==> config.mk <==
export PLATFORM = sky130hd
export DESIGN_NAME = svt_ctrl
export DESIGN_NICKNAME = d
export VERILOG_FILES = /design/src/rtl/svt_pkg.sv /design/src/rtl/svt_ctrl.sv
export SDC_FILE = /design/constraint.sdc
export NUM_CORES = 1
export LEC_CHECK = 0
export BUFFER_PORTS_ARGS = -buffer_cell sky130_fd_sc_hd__buf_2
export CELL_PAD_IN_SITES_DETAIL_PLACEMENT = 1
export CELL_PAD_IN_SITES_GLOBAL_PLACEMENT = 1
export CORE_MARGIN = 2
export CORE_UTILIZATION = 39
export DETAILED_ROUTE_END_ITERATION = 8
export PLACE_DENSITY_LB_ADDON = 0.1
export RECOVER_POWER = 50
export SKIP_CTS_REPAIR_TIMING = 1
export SLEW_MARGIN = 20
export SYNTH_ARGS = -nofsm -noshare
export SYNTH_HDL_FRONTEND = slang
export SYNTH_SLANG_ARGS = --single-unit
==> constraint.sdc <==
create_clock -name clk_i -period 3.4 [get_ports clk_i]
set_input_delay 0 -clock clk_i [delete_from_list [all_inputs] [get_ports clk_i]]
set_output_delay 0 -clock clk_i [all_outputs]
set_load 0.03 [all_outputs]
==> src/rtl/svt_pkg.sv <==
// Shared types, constants and width helpers for the sparse voxel tree store.
`default_nettype none

package svt_pkg;

  localparam int unsigned DEF_CHUNK_GRID = 16;
  localparam int unsigned DEF_NODE_POOL  = 4096;

  localparam int unsigned COORD_W     = 4;
  localparam int unsigned MAT_W       = 8;
  localparam int unsigned SLOT_SEL_W  = 6;   // 64 slots per node
  localparam int unsigned MASK_W      = 64;
  localparam int unsigned GRID_CMP_W  = 7;   // holds the largest grid size

  localparam logic REQ_READ  = 1'b0;
  localparam logic REQ_WRITE = 1'b1;

  localparam logic STATUS_DONE = 1'b0;
  localparam logic STATUS_FULL = 1'b1;

  // Memory command bundle from the sequencer to the storage.
  typedef struct packed {
    logic root_re;
    logic root_we;
    logic mask_re;
    logic mask_we;
    logic slot_re;
    logic slot_we;
  } svt_mem_cmd_t;

  function automatic int unsigned idx_w(int unsigned n);
    return (n > 1) ? $clog2(n) : 1;
  endfunction

endpackage

`default_nettype wire

==> src/rtl/svt_ctrl.sv <==
// Request sequencer: walks root, root node and mid node, allocates nodes, writes back.
`default_nettype none

module svt_ctrl import svt_pkg::*; #(
  parameter int unsigned CHUNK_GRID = DEF_CHUNK_GRID,
  parameter int unsigned NODE_POOL  = DEF_NODE_POOL,
  localparam int unsigned CHUNKS = CHUNK_GRID * CHUNK_GRID * CHUNK_GRID,
  localparam int unsigned CI_W   = idx_w(CHUNKS),
  localparam int unsigned NODE_W = idx_w(NODE_POOL),
  localparam int unsigned NF_W   = $clog2(NODE_POOL + 1),
  localparam int unsigned ROOT_W = NODE_W + 1,
  localparam int unsigned SLOT_W = (NODE_W > MAT_W) ? NODE_W : MAT_W,
  localparam int unsigned SA_W   = NODE_W + SLOT_SEL_W
) (
  input  wire logic               clk_i,
  input  wire logic               rst_ni,
  input  wire logic               start,
  output logic                    busy,
  input  wire logic               req_type_i,
  input  wire logic [COORD_W-1:0] chunk_x_i,
  input  wire logic [COORD_W-1:0] chunk_y_i,
  input  wire logic [COORD_W-1:0] chunk_z_i,
  input  wire logic [COORD_W-1:0] voxel_x_i,
  input  wire logic [COORD_W-1:0] voxel_y_i,
  input  wire logic [COORD_W-1:0] voxel_z_i,
  input  wire logic [MAT_W-1:0]   write_material_i,
  output logic                    done_o,
  output logic      [MAT_W-1:0]   read_material_o,
  output logic                    status_o,
  output svt_mem_cmd_t            mem_cmd_o,
  output logic      [CI_W-1:0]    root_addr_o,
  output logic      [ROOT_W-1:0]  root_wdata_o,
  input  wire logic [ROOT_W-1:0]  root_rdata_i,
  output logic      [NODE_W-1:0]  mask_addr_o,
  output logic      [MASK_W-1:0]  mask_wdata_o,
  input  wire logic [MASK_W-1:0]  mask_rdata_i,
  output logic      [SA_W-1:0]    slot_addr_o,
  output logic      [SLOT_W-1:0]  slot_wdata_o,
  input  wire logic [SLOT_W-1:0]  slot_rdata_i
);

  typedef enum logic [5:0] {
    S_CLEAR = 6'b000001,
    S_IDLE  = 6'b000010,
    S_ROOT  = 6'b000100,
    S_RNODE = 6'b001000,
    S_MNODE = 6'b010000,
    S_WR2   = 6'b100000
  } state_e;

  localparam logic [CI_W-1:0] LAST_CHUNK = CI_W'(CHUNKS - 1);
  localparam logic [NF_W-1:0] POOL_N     = NF_W'(NODE_POOL);
  localparam logic [NF_W-1:0] POOL_M2    = NF_W'(NODE_POOL - 2);

  state_e state_q, state_d;
  logic [CI_W-1:0]       clr_cnt_q, clr_cnt_d;
  logic [NF_W-1:0]       nf_q, nf_d;
  logic                  req_type_q, req_type_d;
  logic                  in_grid_q, in_grid_d;
  logic [CI_W-1:0]       ci_q, ci_d;
  logic [SLOT_SEL_W-1:0] child_q, child_d;
  logic [SLOT_SEL_W-1:0] leaf_q, leaf_d;
  logic [MAT_W-1:0]      mat_q, mat_d;
  logic [NODE_W-1:0]     rn_q, rn_d;
  logic [NODE_W-1:0]     mn_q, mn_d;
  logic                  done_q, done_d;
  logic [MAT_W-1:0]      rd_mat_q, rd_mat_d;
  logic                  status_q, status_d;

  logic                  in_grid_c;
  logic [CI_W-1:0]       ci_c;
  logic [NF_W-1:0]       nf_inc1;
  logic [NODE_W-1:0]     nf_node, nf_next_node;
  logic                  root_is_node;
  logic [NODE_W-1:0]     root_idx, slot_idx;

  assign in_grid_c = ({3'b000, chunk_x_i} < GRID_CMP_W'(CHUNK_GRID))
                  && ({3'b000, chunk_y_i} < GRID_CMP_W'(CHUNK_GRID))
                  && ({3'b000, chunk_z_i} < GRID_CMP_W'(CHUNK_GRID));
  assign ci_c = CI_W'(chunk_x_i) + CI_W'(CHUNK_GRID)
              * (CI_W'(chunk_y_i) + CI_W'(CHUNK_GRID) * CI_W'(chunk_z_i));

  assign nf_inc1      = nf_q + NF_W'(1);
  assign nf_node      = nf_q[NODE_W-1:0];
  assign nf_next_node = nf_inc1[NODE_W-1:0];
  assign root_is_node = root_rdata_i[NODE_W];
  assign root_idx     = root_rdata_i[NODE_W-1:0];
  assign slot_idx     = slot_rdata_i[NODE_W-1:0];

  always_comb begin
    state_d      = state_q;
    clr_cnt_d    = clr_cnt_q;
    nf_d         = nf_q;
    req_type_d   = req_type_q;
    in_grid_d    = in_grid_q;
    ci_d         = ci_q;
    child_d      = child_q;
    leaf_d       = leaf_q;
    mat_d        = mat_q;
    rn_d         = rn_q;
    mn_d         = mn_q;
    done_d       = 1'b0;
    rd_mat_d     = rd_mat_q;
    status_d     = status_q;
    mem_cmd_o    = '0;
    root_addr_o  = ci_q;
    root_wdata_o = '0;
    mask_addr_o  = rn_q;
    mask_wdata_o = '0;
    slot_addr_o  = {rn_q, child_q};
    slot_wdata_o = '0;

    unique case (state_q)
      S_CLEAR: begin
        // every chunk starts as an empty leaf
        mem_cmd_o.root_we = 1'b1;
        root_addr_o       = clr_cnt_q;
        clr_cnt_d         = clr_cnt_q + CI_W'(1);
        if (clr_cnt_q == LAST_CHUNK) begin
          state_d = S_IDLE;
        end
      end
      S_IDLE: begin
        if (start) begin
          req_type_d        = req_type_i;
          in_grid_d         = in_grid_c;
          ci_d              = in_grid_c ? ci_c : '0;
          child_d           = {voxel_z_i[3:2], voxel_y_i[3:2], voxel_x_i[3:2]};
          leaf_d            = {voxel_z_i[1:0], voxel_y_i[1:0], voxel_x_i[1:0]};
          mat_d             = write_material_i;
          mem_cmd_o.root_re = 1'b1;
          root_addr_o       = in_grid_c ? ci_c : '0;
          state_d           = S_ROOT;
        end
      end
      S_ROOT: begin
        if (!in_grid_q || (!root_is_node && req_type_q == REQ_READ)) begin
          done_d   = 1'b1;
          rd_mat_d = '0;
          status_d = STATUS_DONE;
          state_d  = S_IDLE;
        end else if (root_is_node) begin
          rn_d              = root_idx;
          mem_cmd_o.mask_re = 1'b1;
          mem_cmd_o.slot_re = 1'b1;
          mask_addr_o       = root_idx;
          slot_addr_o       = {root_idx, child_q};
          state_d           = S_RNODE;
        end else if (nf_q > POOL_M2 || NODE_POOL < 2) begin
          done_d   = 1'b1;
          rd_mat_d = '0;
          status_d = STATUS_FULL;
          state_d  = S_IDLE;
        end else begin
          // new root node and new mid node
          mem_cmd_o.root_we = 1'b1;
          root_wdata_o      = {1'b1, nf_node};
          mem_cmd_o.mask_we = 1'b1;
          mask_addr_o       = nf_node;
          mask_wdata_o      = MASK_W'(1) << child_q;
          mem_cmd_o.slot_we = 1'b1;
          slot_addr_o       = {nf_node, child_q};
          slot_wdata_o      = SLOT_W'(nf_next_node);
          mn_d              = nf_next_node;
          nf_d              = nf_q + NF_W'(2);
          state_d           = S_WR2;
        end
      end
      S_RNODE: begin
        if (mask_rdata_i[child_q]) begin
          mn_d              = slot_idx;
          mem_cmd_o.mask_re = 1'b1;
          mem_cmd_o.slot_re = 1'b1;
          mask_addr_o       = slot_idx;
          slot_addr_o       = {slot_idx, leaf_q};
          state_d           = S_MNODE;
        end else if (req_type_q == REQ_READ) begin
          done_d   = 1'b1;
          rd_mat_d = '0;
          status_d = STATUS_DONE;
          state_d  = S_IDLE;
        end else if (nf_q >= POOL_N) begin
          done_d   = 1'b1;
          rd_mat_d = '0;
          status_d = STATUS_FULL;
          state_d  = S_IDLE;
        end else begin
          // link a new mid node into the root node
          mem_cmd_o.mask_we = 1'b1;
          mask_addr_o       = rn_q;
          mask_wdata_o      = mask_rdata_i | (MASK_W'(1) << child_q);
          mem_cmd_o.slot_we = 1'b1;
          slot_addr_o       = {rn_q, child_q};
          slot_wdata_o      = SLOT_W'(nf_node);
          mn_d              = nf_node;
          nf_d              = nf_inc1;
          state_d           = S_WR2;
        end
      end
      S_MNODE: begin
        done_d   = 1'b1;
        status_d = STATUS_DONE;
        state_d  = S_IDLE;
        if (req_type_q == REQ_READ) begin
          rd_mat_d = mask_rdata_i[leaf_q] ? slot_rdata_i[MAT_W-1:0] : '0;
        end else begin
          rd_mat_d          = '0;
          mem_cmd_o.mask_we = 1'b1;
          mask_addr_o       = mn_q;
          mask_wdata_o      = mask_rdata_i | (MASK_W'(1) << leaf_q);
          mem_cmd_o.slot_we = 1'b1;
          slot_addr_o       = {mn_q, leaf_q};
          slot_wdata_o      = SLOT_W'(mat_q);
        end
      end
      S_WR2: begin
        // freshly allocated mid node: mask holds only this leaf
        mem_cmd_o.mask_we = 1'b1;
        mask_addr_o       = mn_q;
        mask_wdata_o      = MASK_W'(1) << leaf_q;
        mem_cmd_o.slot_we = 1'b1;
        slot_addr_o       = {mn_q, leaf_q};
        slot_wdata_o      = SLOT_W'(mat_q);
        done_d            = 1'b1;
        rd_mat_d          = '0;
        status_d          = STATUS_DONE;
        state_d           = S_IDLE;
      end
      default: begin
        state_d = S_IDLE;
      end
    endcase
  end

  always_ff @(posedge clk_i or negedge rst_ni) begin
    if (!rst_ni) begin
      state_q   <= S_CLEAR;
      clr_cnt_q <= '0;
      nf_q      <= '0;
      done_q    <= 1'b0;
    end else begin
      state_q   <= state_d;
      clr_cnt_q <= clr_cnt_d;
      nf_q      <= nf_d;
      done_q    <= done_d;
    end
  end

  always_ff @(posedge clk_i) begin
    req_type_q <= req_type_d;
    in_grid_q  <= in_grid_d;
    ci_q       <= ci_d;
    child_q    <= child_d;
    leaf_q     <= leaf_d;
    mat_q      <= mat_d;
    rn_q       <= rn_d;
    mn_q       <= mn_d;
    rd_mat_q   <= rd_mat_d;
    status_q   <= status_d;
  end

  assign busy            = (state_q != S_IDLE);
  assign done_o          = done_q;
  assign read_material_o = rd_mat_q;
  assign status_o        = status_q;

  // a strobe is raised only on the way back to S_IDLE, which never raises it, so strobes never touch
  a_done_pulse: assert property (@(posedge clk_i) disable iff (!rst_ni)
    done_q |=> !done_q)
    else $error("result strobe held for two cycles");

  a_pool_bound: assert property (@(posedge clk_i) disable iff (!rst_ni)
    nf_q <= POOL_N)
    else $error("allocation ran past the node pool");

  a_no_alloc_idle: assert property (@(posedge clk_i) disable iff (!rst_ni)
    (state_q == S_IDLE || state_q == S_CLEAR) |=> nf_q == $past(nf_q))
    else $error("node allocated outside a transaction");

  a_full_is_write: assert property (@(posedge clk_i) disable iff (!rst_ni)
    (done_q && status_q) |-> (rd_mat_q == '0 && req_type_q == REQ_WRITE))
    else $error("pool-full status on a read or with data");

  a_no_start_busy: assert property (@(posedge clk_i) disable iff (!rst_ni)
    (state_q == S_IDLE && start) |=> state_q == S_ROOT)
    else $error("accepted transaction did not start the walk");

endmodule

`default_nettype wire

==> impl_metrics.toml, run 1 <==
[hold_path]
hp-class = "input pin to flop"
hold_start = "slot_rdata_i[1]"

[grt]
grt_usage_pct = 32.3
grt_pass1_wl_mm = 58.0
grt_max_degree = 48
grt_pass1_vias = 9433
grt_antenna_before_repair = 0
gr-total-overflow = 0

[synth]
synth_top_area_cell = "edfxtp_1"
syn-cell-area_um2 = 8580
synth-seq-area-share_pct = 32.5
synth_edf_count = 66
yosys-top-cells-count = "nand2_1 (103), o21ai_0 (86), nor2_1 (81), edfxtp_1 (66), clkbuf_1 (58)"
synth-async-reset-ratio_pct = 32.7
synth_seq_cells = 98
synth.distinct_cells = 71
synth_most_common_cell = "nand2_1"
yosys_warnings = 0
synth_area_leaders = "edfxtp_1 (23%), dfrtp_1 (9.0%), mux4_2 (5.5%), o21ai_0 (5.0%), nand2_1 (4.5%)"
synthCells = 978
syn_area_per_cell_um2 = 8.77
synth_nets = 1108
synth_top_cell_area_share_pct = 23.1
ys.flop_type = "edfxtp_1"

[run_status]
status = "complete, but fails checks"
violations = "negative hold slack, max-capacitance violations, max-slew violations, negative setup slack"

[worst_setup_path]
critPathArrivalTime_ns = 3.41
crit_type = "flop to output pin"
required_ns = 3.40
startpoint_type = "flop"
r2r_start = "leaf_q[1]"
setup.worst_path.end_class = "output pin"
cp_max_fo = 30
critPathLaunch = "child_q[0]"

[floorplanning]
fp-row-count = 54
start_util_pct = 39.6
die_w_um = 152
core_um2 = 21700
num_io_pins = 273
die_area_um2 = 23200
die_h_um = 152

[clocking]
cts.sinks = 98
h-tree-depth = 3
root_buffer = "clkbuf_16"
clock_path_buffers = 2
clk_latency_ns = 0.36
path_clk_slew_ns = 0.08
cts_tree = "done"
numCtsBuffers = 9

[sta]
max_freq_mhz = 293
setup_tns_ns = -0.00994
hold_viol = 3
worstMarginPinSlew_ns = 2.10
final-setup-viol-count = 1
fin_crit_sh_pct = 100
slew_headroom_pct = -40.1
rsz0062_at_grt = "true"
setup_ws_ns = -0.00994
min_period_ns = 3.41
finalMaxSlewViolations = 33
clock_skew_ns = 0.0127
worst_hold_slack_ns = -0.0101

[route]
drtIter0Drc = 780
drc = 0
drt-total-wl_mm = 40.2
vias = 9727
vias_per_cell = 6.30
drt-wirelength-per-cell_um = 26.0
dr.pass1.iters = 7
postRouteAntennaNets = 0

[final_layout]
syn_to_final_growth_pct = 30.9
num_antenna_cells = 0
fin_nets = 1390
final_util_pct = 51.8
drive_above_1_share_pct = 32.0

[placed_design]
pre_cts_ws_ns = 0.105
place.gp.congestion = 0.967
hpwl_mm = 29.3
port-buffer-count = 272

[power_and_ir_drop]
power_mw = 5.55
p_leak_nw = 4.74
peakVddDrop_mv = 0.320
p_per_area_nw_per_um2 = 494

[flow_run]
max_cap_viol_count = 1
[flip-flops by register name, summed over array words and instances (netlist names), 8 cells and up]
register and cells:
read_material_o 8, nf_q 13, rn_q 12, clr_cnt_q 12, ci_q 12, mn_q 12, mat_q 8
[placed cells by master, fill, tap and decap left out, drive strengths merged, types with 8 or more instances in the layout]
master       Yosys  final
a221oi          11     11
o21ai           92     92
xnor2           20     20
a21oi           50     50
mux2i           36     36
edfxtp          66     66
nand2b          15     16
clkbuf          58     35
a211o           17     17
buf             46    297
dlygate4sd3      0     50
nor2b            9      9
o211ai          15     16
mux4            21     21
nand3           34     34
a221o           23     23
nand3b          10     10
nor2            82     82
a22oi           28     28
nor3            14     14
and3             8      8
mux2            12     12
a211oi          33     33
and2            25     25
nand4           13     13
nand2          103    103
o2111ai         19     19
dfrtp           31     31
inv             16     16
[critical path, stage by stage, from the launching register on]
cell and delay [ns]:
edfxtp_1 0.45, buf_12 0.21, mux2i_1 0.17, a22oi_1 0.27, a211oi_2 0.15, or4_4 0.63
o211ai_4 0.21, buf_12 0.15, buf_4 0.18, o21ai_1 0.10, a221o_1 0.32, buf_2 0.18
[through the flow]
stage / hold WS, ns / instances / instance area, um^2
2_1_floorplan: -0.296 / 978 / 8580
5_1_grt: 0.00364 / 1545 / 11200
3_3_place_gp: 0.139 / 1467 / 10100
6_report: -0.0101 / 1545 / 11200
4_1_cts: -0.242 / 1483 / 10500
3_5_place_dp: 0.150 / 1467 / 10100
[final timing paths]
kind / end / slack (ns) / cells past startpoint
hold reg to reg: clr_cnt_q[8] / 0.51 / 1
max in group asynchronous: nf_q[1] / 1.26 / 2
min in group asynchronous: done_o / 0.78 / 2
setup / recovery: slot_wdata_o[6] / -0.01 / 11
hold / removal: read_material_o[1] / -0.01 / 2
setup reg to reg: read_material_o[5] / 0.29 / 5
[area by class of cell]
cell class / count / area, um^2
clock buffers: 9 / 225
clock inverters: 7 / 87.6
fillers: 2631 / 10500
inverters: 16 / 77.6
multi-input cells: 762 / 5390
flip-flops and latches: 98 / 2790
well taps: 280 / 350
repair buffers: 373 / 2310
[kinds of logic after synthesis]
logic type	synth area share, %
AND/OR/NAND/NOR	20.4
multiplexers	11.3
adder cells (fa/ha/maj)	0.729
buffers and inverters	6.96
flip-flops	32.5
AO/OA/AOI/OAI	26.0
XOR/XNOR	2.25
[per-layer routing]
layer / wire [um] / GRT usage [%] / up-vias
li1: - / - / 4305
met1: 16100 / 42.1 / 4758
met2: 19100 / 52.6 / 559
met3: 3330 / 6.20 / 105
met4: 1630 / 14.1 / 0
met5: 0 / 0 / -
[power breakdown]
group | total [mW] | leakage [nW] | switching, mW | internal, mW
logic | 2.72 | 3.55 | 1.82 | 0.897
registers | 1.68 | 1.04 | 0.185 | 1.50
clock network | 1.15 | 0.152 | 0.558 | 0.588
total | 5.55 | 4.74 | 2.56 | 2.98
Power figures use the tool's default switching activity.
==> inputs of run 2 (changes only) <==
--- a/config.mk
+++ b/config.mk
@@ -6,10 +6,10 @@
 export NUM_CORES = 1
 export LEC_CHECK = 0
-export BUFFER_PORTS_ARGS = -buffer_cell sky130_fd_sc_hd__buf_2
 export CELL_PAD_IN_SITES_DETAIL_PLACEMENT = 1
 export CELL_PAD_IN_SITES_GLOBAL_PLACEMENT = 1
 export CORE_MARGIN = 2
-export CORE_UTILIZATION = 39
+export CORE_UTILIZATION = 27
 export DETAILED_ROUTE_END_ITERATION = 8
+export DONT_BUFFER_PORTS = 1
 export PLACE_DENSITY_LB_ADDON = 0.1
 export RECOVER_POWER = 50
==> constraint.sdc (replaced) <==
create_clock -name clk_i -period 3.4 [get_ports clk_i]
set_input_delay 0.34 -clock clk_i [delete_from_list [all_inputs] [get_ports clk_i]]
set_output_delay 0.34 -clock clk_i [all_outputs]
set_load 0.03 [all_outputs]
==> run 2 against run 1 <==
  * The run ends with max-capacitance violations, max-slew violations, negative setup slack left
  * Non-clock buffer count shrank 141
  * Register-to-register slack worse by 0.13 ns
  * Sequential power about the same
  * Count of clock-buffer cells in the layout increased by 2
  * Fmax down 8.7%
  * First-iteration DRC count fell by 7.4%
  * Design area is 8.9% higher
  * Final cell count shrank 1.1%
  * Clock power down 4%
  * Die area up 43%
  * Via count fell by 6.9%
  * Clock skew is 0.00063 ns lower
==> impl_metrics.toml, run 2 (synthesis results as in run 1) <==
[route]
drt-wirelength-per-cell_um = 28.7
drc = 0
postRouteAntennaNets = 0
vias = 9060
drtIter0Drc = 722
drt-total-wl_mm = 43.8
dr.pass1.iters = 5
vias_per_cell = 5.93

[final_layout]
final_util_pct = 39.0
fillers = 3498
mostFrequentLayoutCell = "buf_4"
syn_to_final_growth_pct = 42.6
largest_reg_flops = 13
mostFrequentLayoutCells = "buf_4 (122), nand2_1 (103), nor2_1 (78), edfxtp_1 (66), buf_6 (56)"
drive_above_1_share_pct = 36.6
regMostFlops = "nf_q"
fin_nets = 1249

[sta]
worst_hold_slack_ns = 0.0494
worstMarginPinSlew_ns = 2.03
fin_crit_sh_pct = 110
min_period_ns = 3.73
max_freq_mhz = 268
slew_headroom_pct = -35.6
rsz0062_at_grt = "true"
setup_ws_ns = -0.333
setup_tns_ns = -20.78
hold_viol = 0
finalMaxSlewViolations = 33
clock_skew_ns = 0.0121
final-setup-viol-count = 103

[clocking]
cts_tree = "done"
h-tree-depth = 3
numCtsBuffers = 9
clock_path_buffers = 2
cts.sinks = 98
clk_latency_ns = 0.38
root_buffer = "clkbuf_16"
path_clk_slew_ns = 0.08

[floorplanning]
core_um2 = 31400
fp-row-count = 65
num_io_pins = 273
start_util_pct = 27.3
die_area_um2 = 33200
die_h_um = 182
die_w_um = 182

[grt]
grt_antenna_before_repair = 1
grt_usage_pct = 24.5
grt_pass1_vias = 8852
gr-total-overflow = 0
grt_max_degree = 35
grt_pass1_wl_mm = 59.9

[run_status]
violations = "max-capacitance violations, max-slew violations, negative setup slack"
status = "complete, but fails checks"

[placed_design]
port-buffer-count = 0
place.gp.congestion = 0.931
hpwl_mm = 31.7
pre_cts_ws_ns = -0.180

[power_and_ir_drop]
power_frac_comb_pct = 52.3
power_mw = 5.81
p_seq_share_pct = 28.7
swShare_pct = 44.7
intPower_mw = 3.21
p_leak_nw = 4.71
p_switching_mw = 2.60
power.share.clock_pct = 19.0
p_per_area_nw_per_um2 = 475
peakVddDrop_mv = 0.258

[worst_setup_path]
setup.worst_path.end_class = "output pin"
required_ns = 3.06
crit_type = "flop to output pin"
path_cells = "buf_6, buf_12, buf_4, mux2i_1, a22oi_1, a21oi_2, or4_4, o211ai_4, buf_6, buf_8, o21ai_2, a221o_2"
cp_max_fo = 5
slowest_stage = "or4_4"
crit_top_cell = "buf_6"
startpoint_type = "flop"
max_stage_delay_ns = 0.52
critPathArrivalTime_ns = 3.39

[flow_run]
max_cap_viol_count = 1

[hold_path]
hp-class = "input pin to flop"
[run 2: cell count changes in the layout (fill, tap and decap cells not counted), sizes merged]
cell	before	now
dlygate4sd3	50	1
buf	297	216
diode	0	2
clkinv	6	2
nand2b	16	17
clkbuf	35	26
o211ai	16	15
clkinvlp	0	1
inv	16	17
[run 2: cell type report]
| cell class | instances | area, um^2 | share of cell area, % |
|---|---|---|---|
| antenna | 2 | 5.00 | 0.0409 |
| timing repair buffer | 232 | 2580 | 21.1 |
| clock inverter | 5 | 53.8 | 0.440 |
| multi-input combinational | 762 | 6000 | 49.0 |
| inverter | 16 | 70.1 | 0.573 |
| tap | 402 | 503 | 4.11 |
| sequential | 98 | 2790 | 22.8 |
| clock buffer | 11 | 233 | 1.90 |
[run 2: power by group through the flow]
| stage | Combinational, mW | Clock [mW] | Sequential [mW] |
|---|---|---|---|
| 6_report | 3.04 | 1.10 | 1.67 |
| 5_1_grt | 3.21 | 1.17 | 1.69 |
| 4_1_cts | 2.66 | 1.14 | 1.67 |
| 3_5_place_dp | 2.65 | 0 | 1.69 |
| 3_3_place_gp | 2.63 | 0 | 1.68 |
| 2_1_floorplan | 1.87 | 0 | 1.61 |
[run 2: routing by layer]
metal  vias up  GRT usage (%)  share of wire (%)
met5         -              0                  0
met4         0           11.8                3.5
met3        68           6.25                7.6
met2       389           37.8                 47
met1      4576           31.9                 42
li1       4027              -                  -
[run 2: path summary, 6_finish.rpt]
path / start / endpoint / slack, ns / depth (start not counted)
min: write_material_i[5] / mat_q[5] / 0.05 / 0
max: child_q[0] / slot_wdata_o[6] / -0.33 / 12
max reg2reg: child_q[0] / read_material_o[4] / 0.16 / 13
min reg2reg: clr_cnt_q[8] / clr_cnt_q[8] / 0.50 / 1
min in group asynchronous: rst_ni / nf_q[10] / 1.09 / 2
max in group asynchronous: rst_ni / nf_q[5] / 1.00 / 2
[run 2: stage by stage]
stage	std cells	area [um^2]
4_1_cts	1482	10700
3_5_place_dp	1466	10500
3_3_place_gp	1466	10500
5_1_grt	1526	12200
2_1_floorplan	978	8630
6_report	1528	12200
[run 2: worst max-delay path: cells and delay by family, from the launching register on]
family | cells | cell delay (ns)
and+or+nand+nor | 1 | 0.52
AOI/OAI and AO/OA | 5 | 1.17
muxes | 1 | 0.12
buffers and inverters | 5 | 0.77
DFF | 1 | 0.42
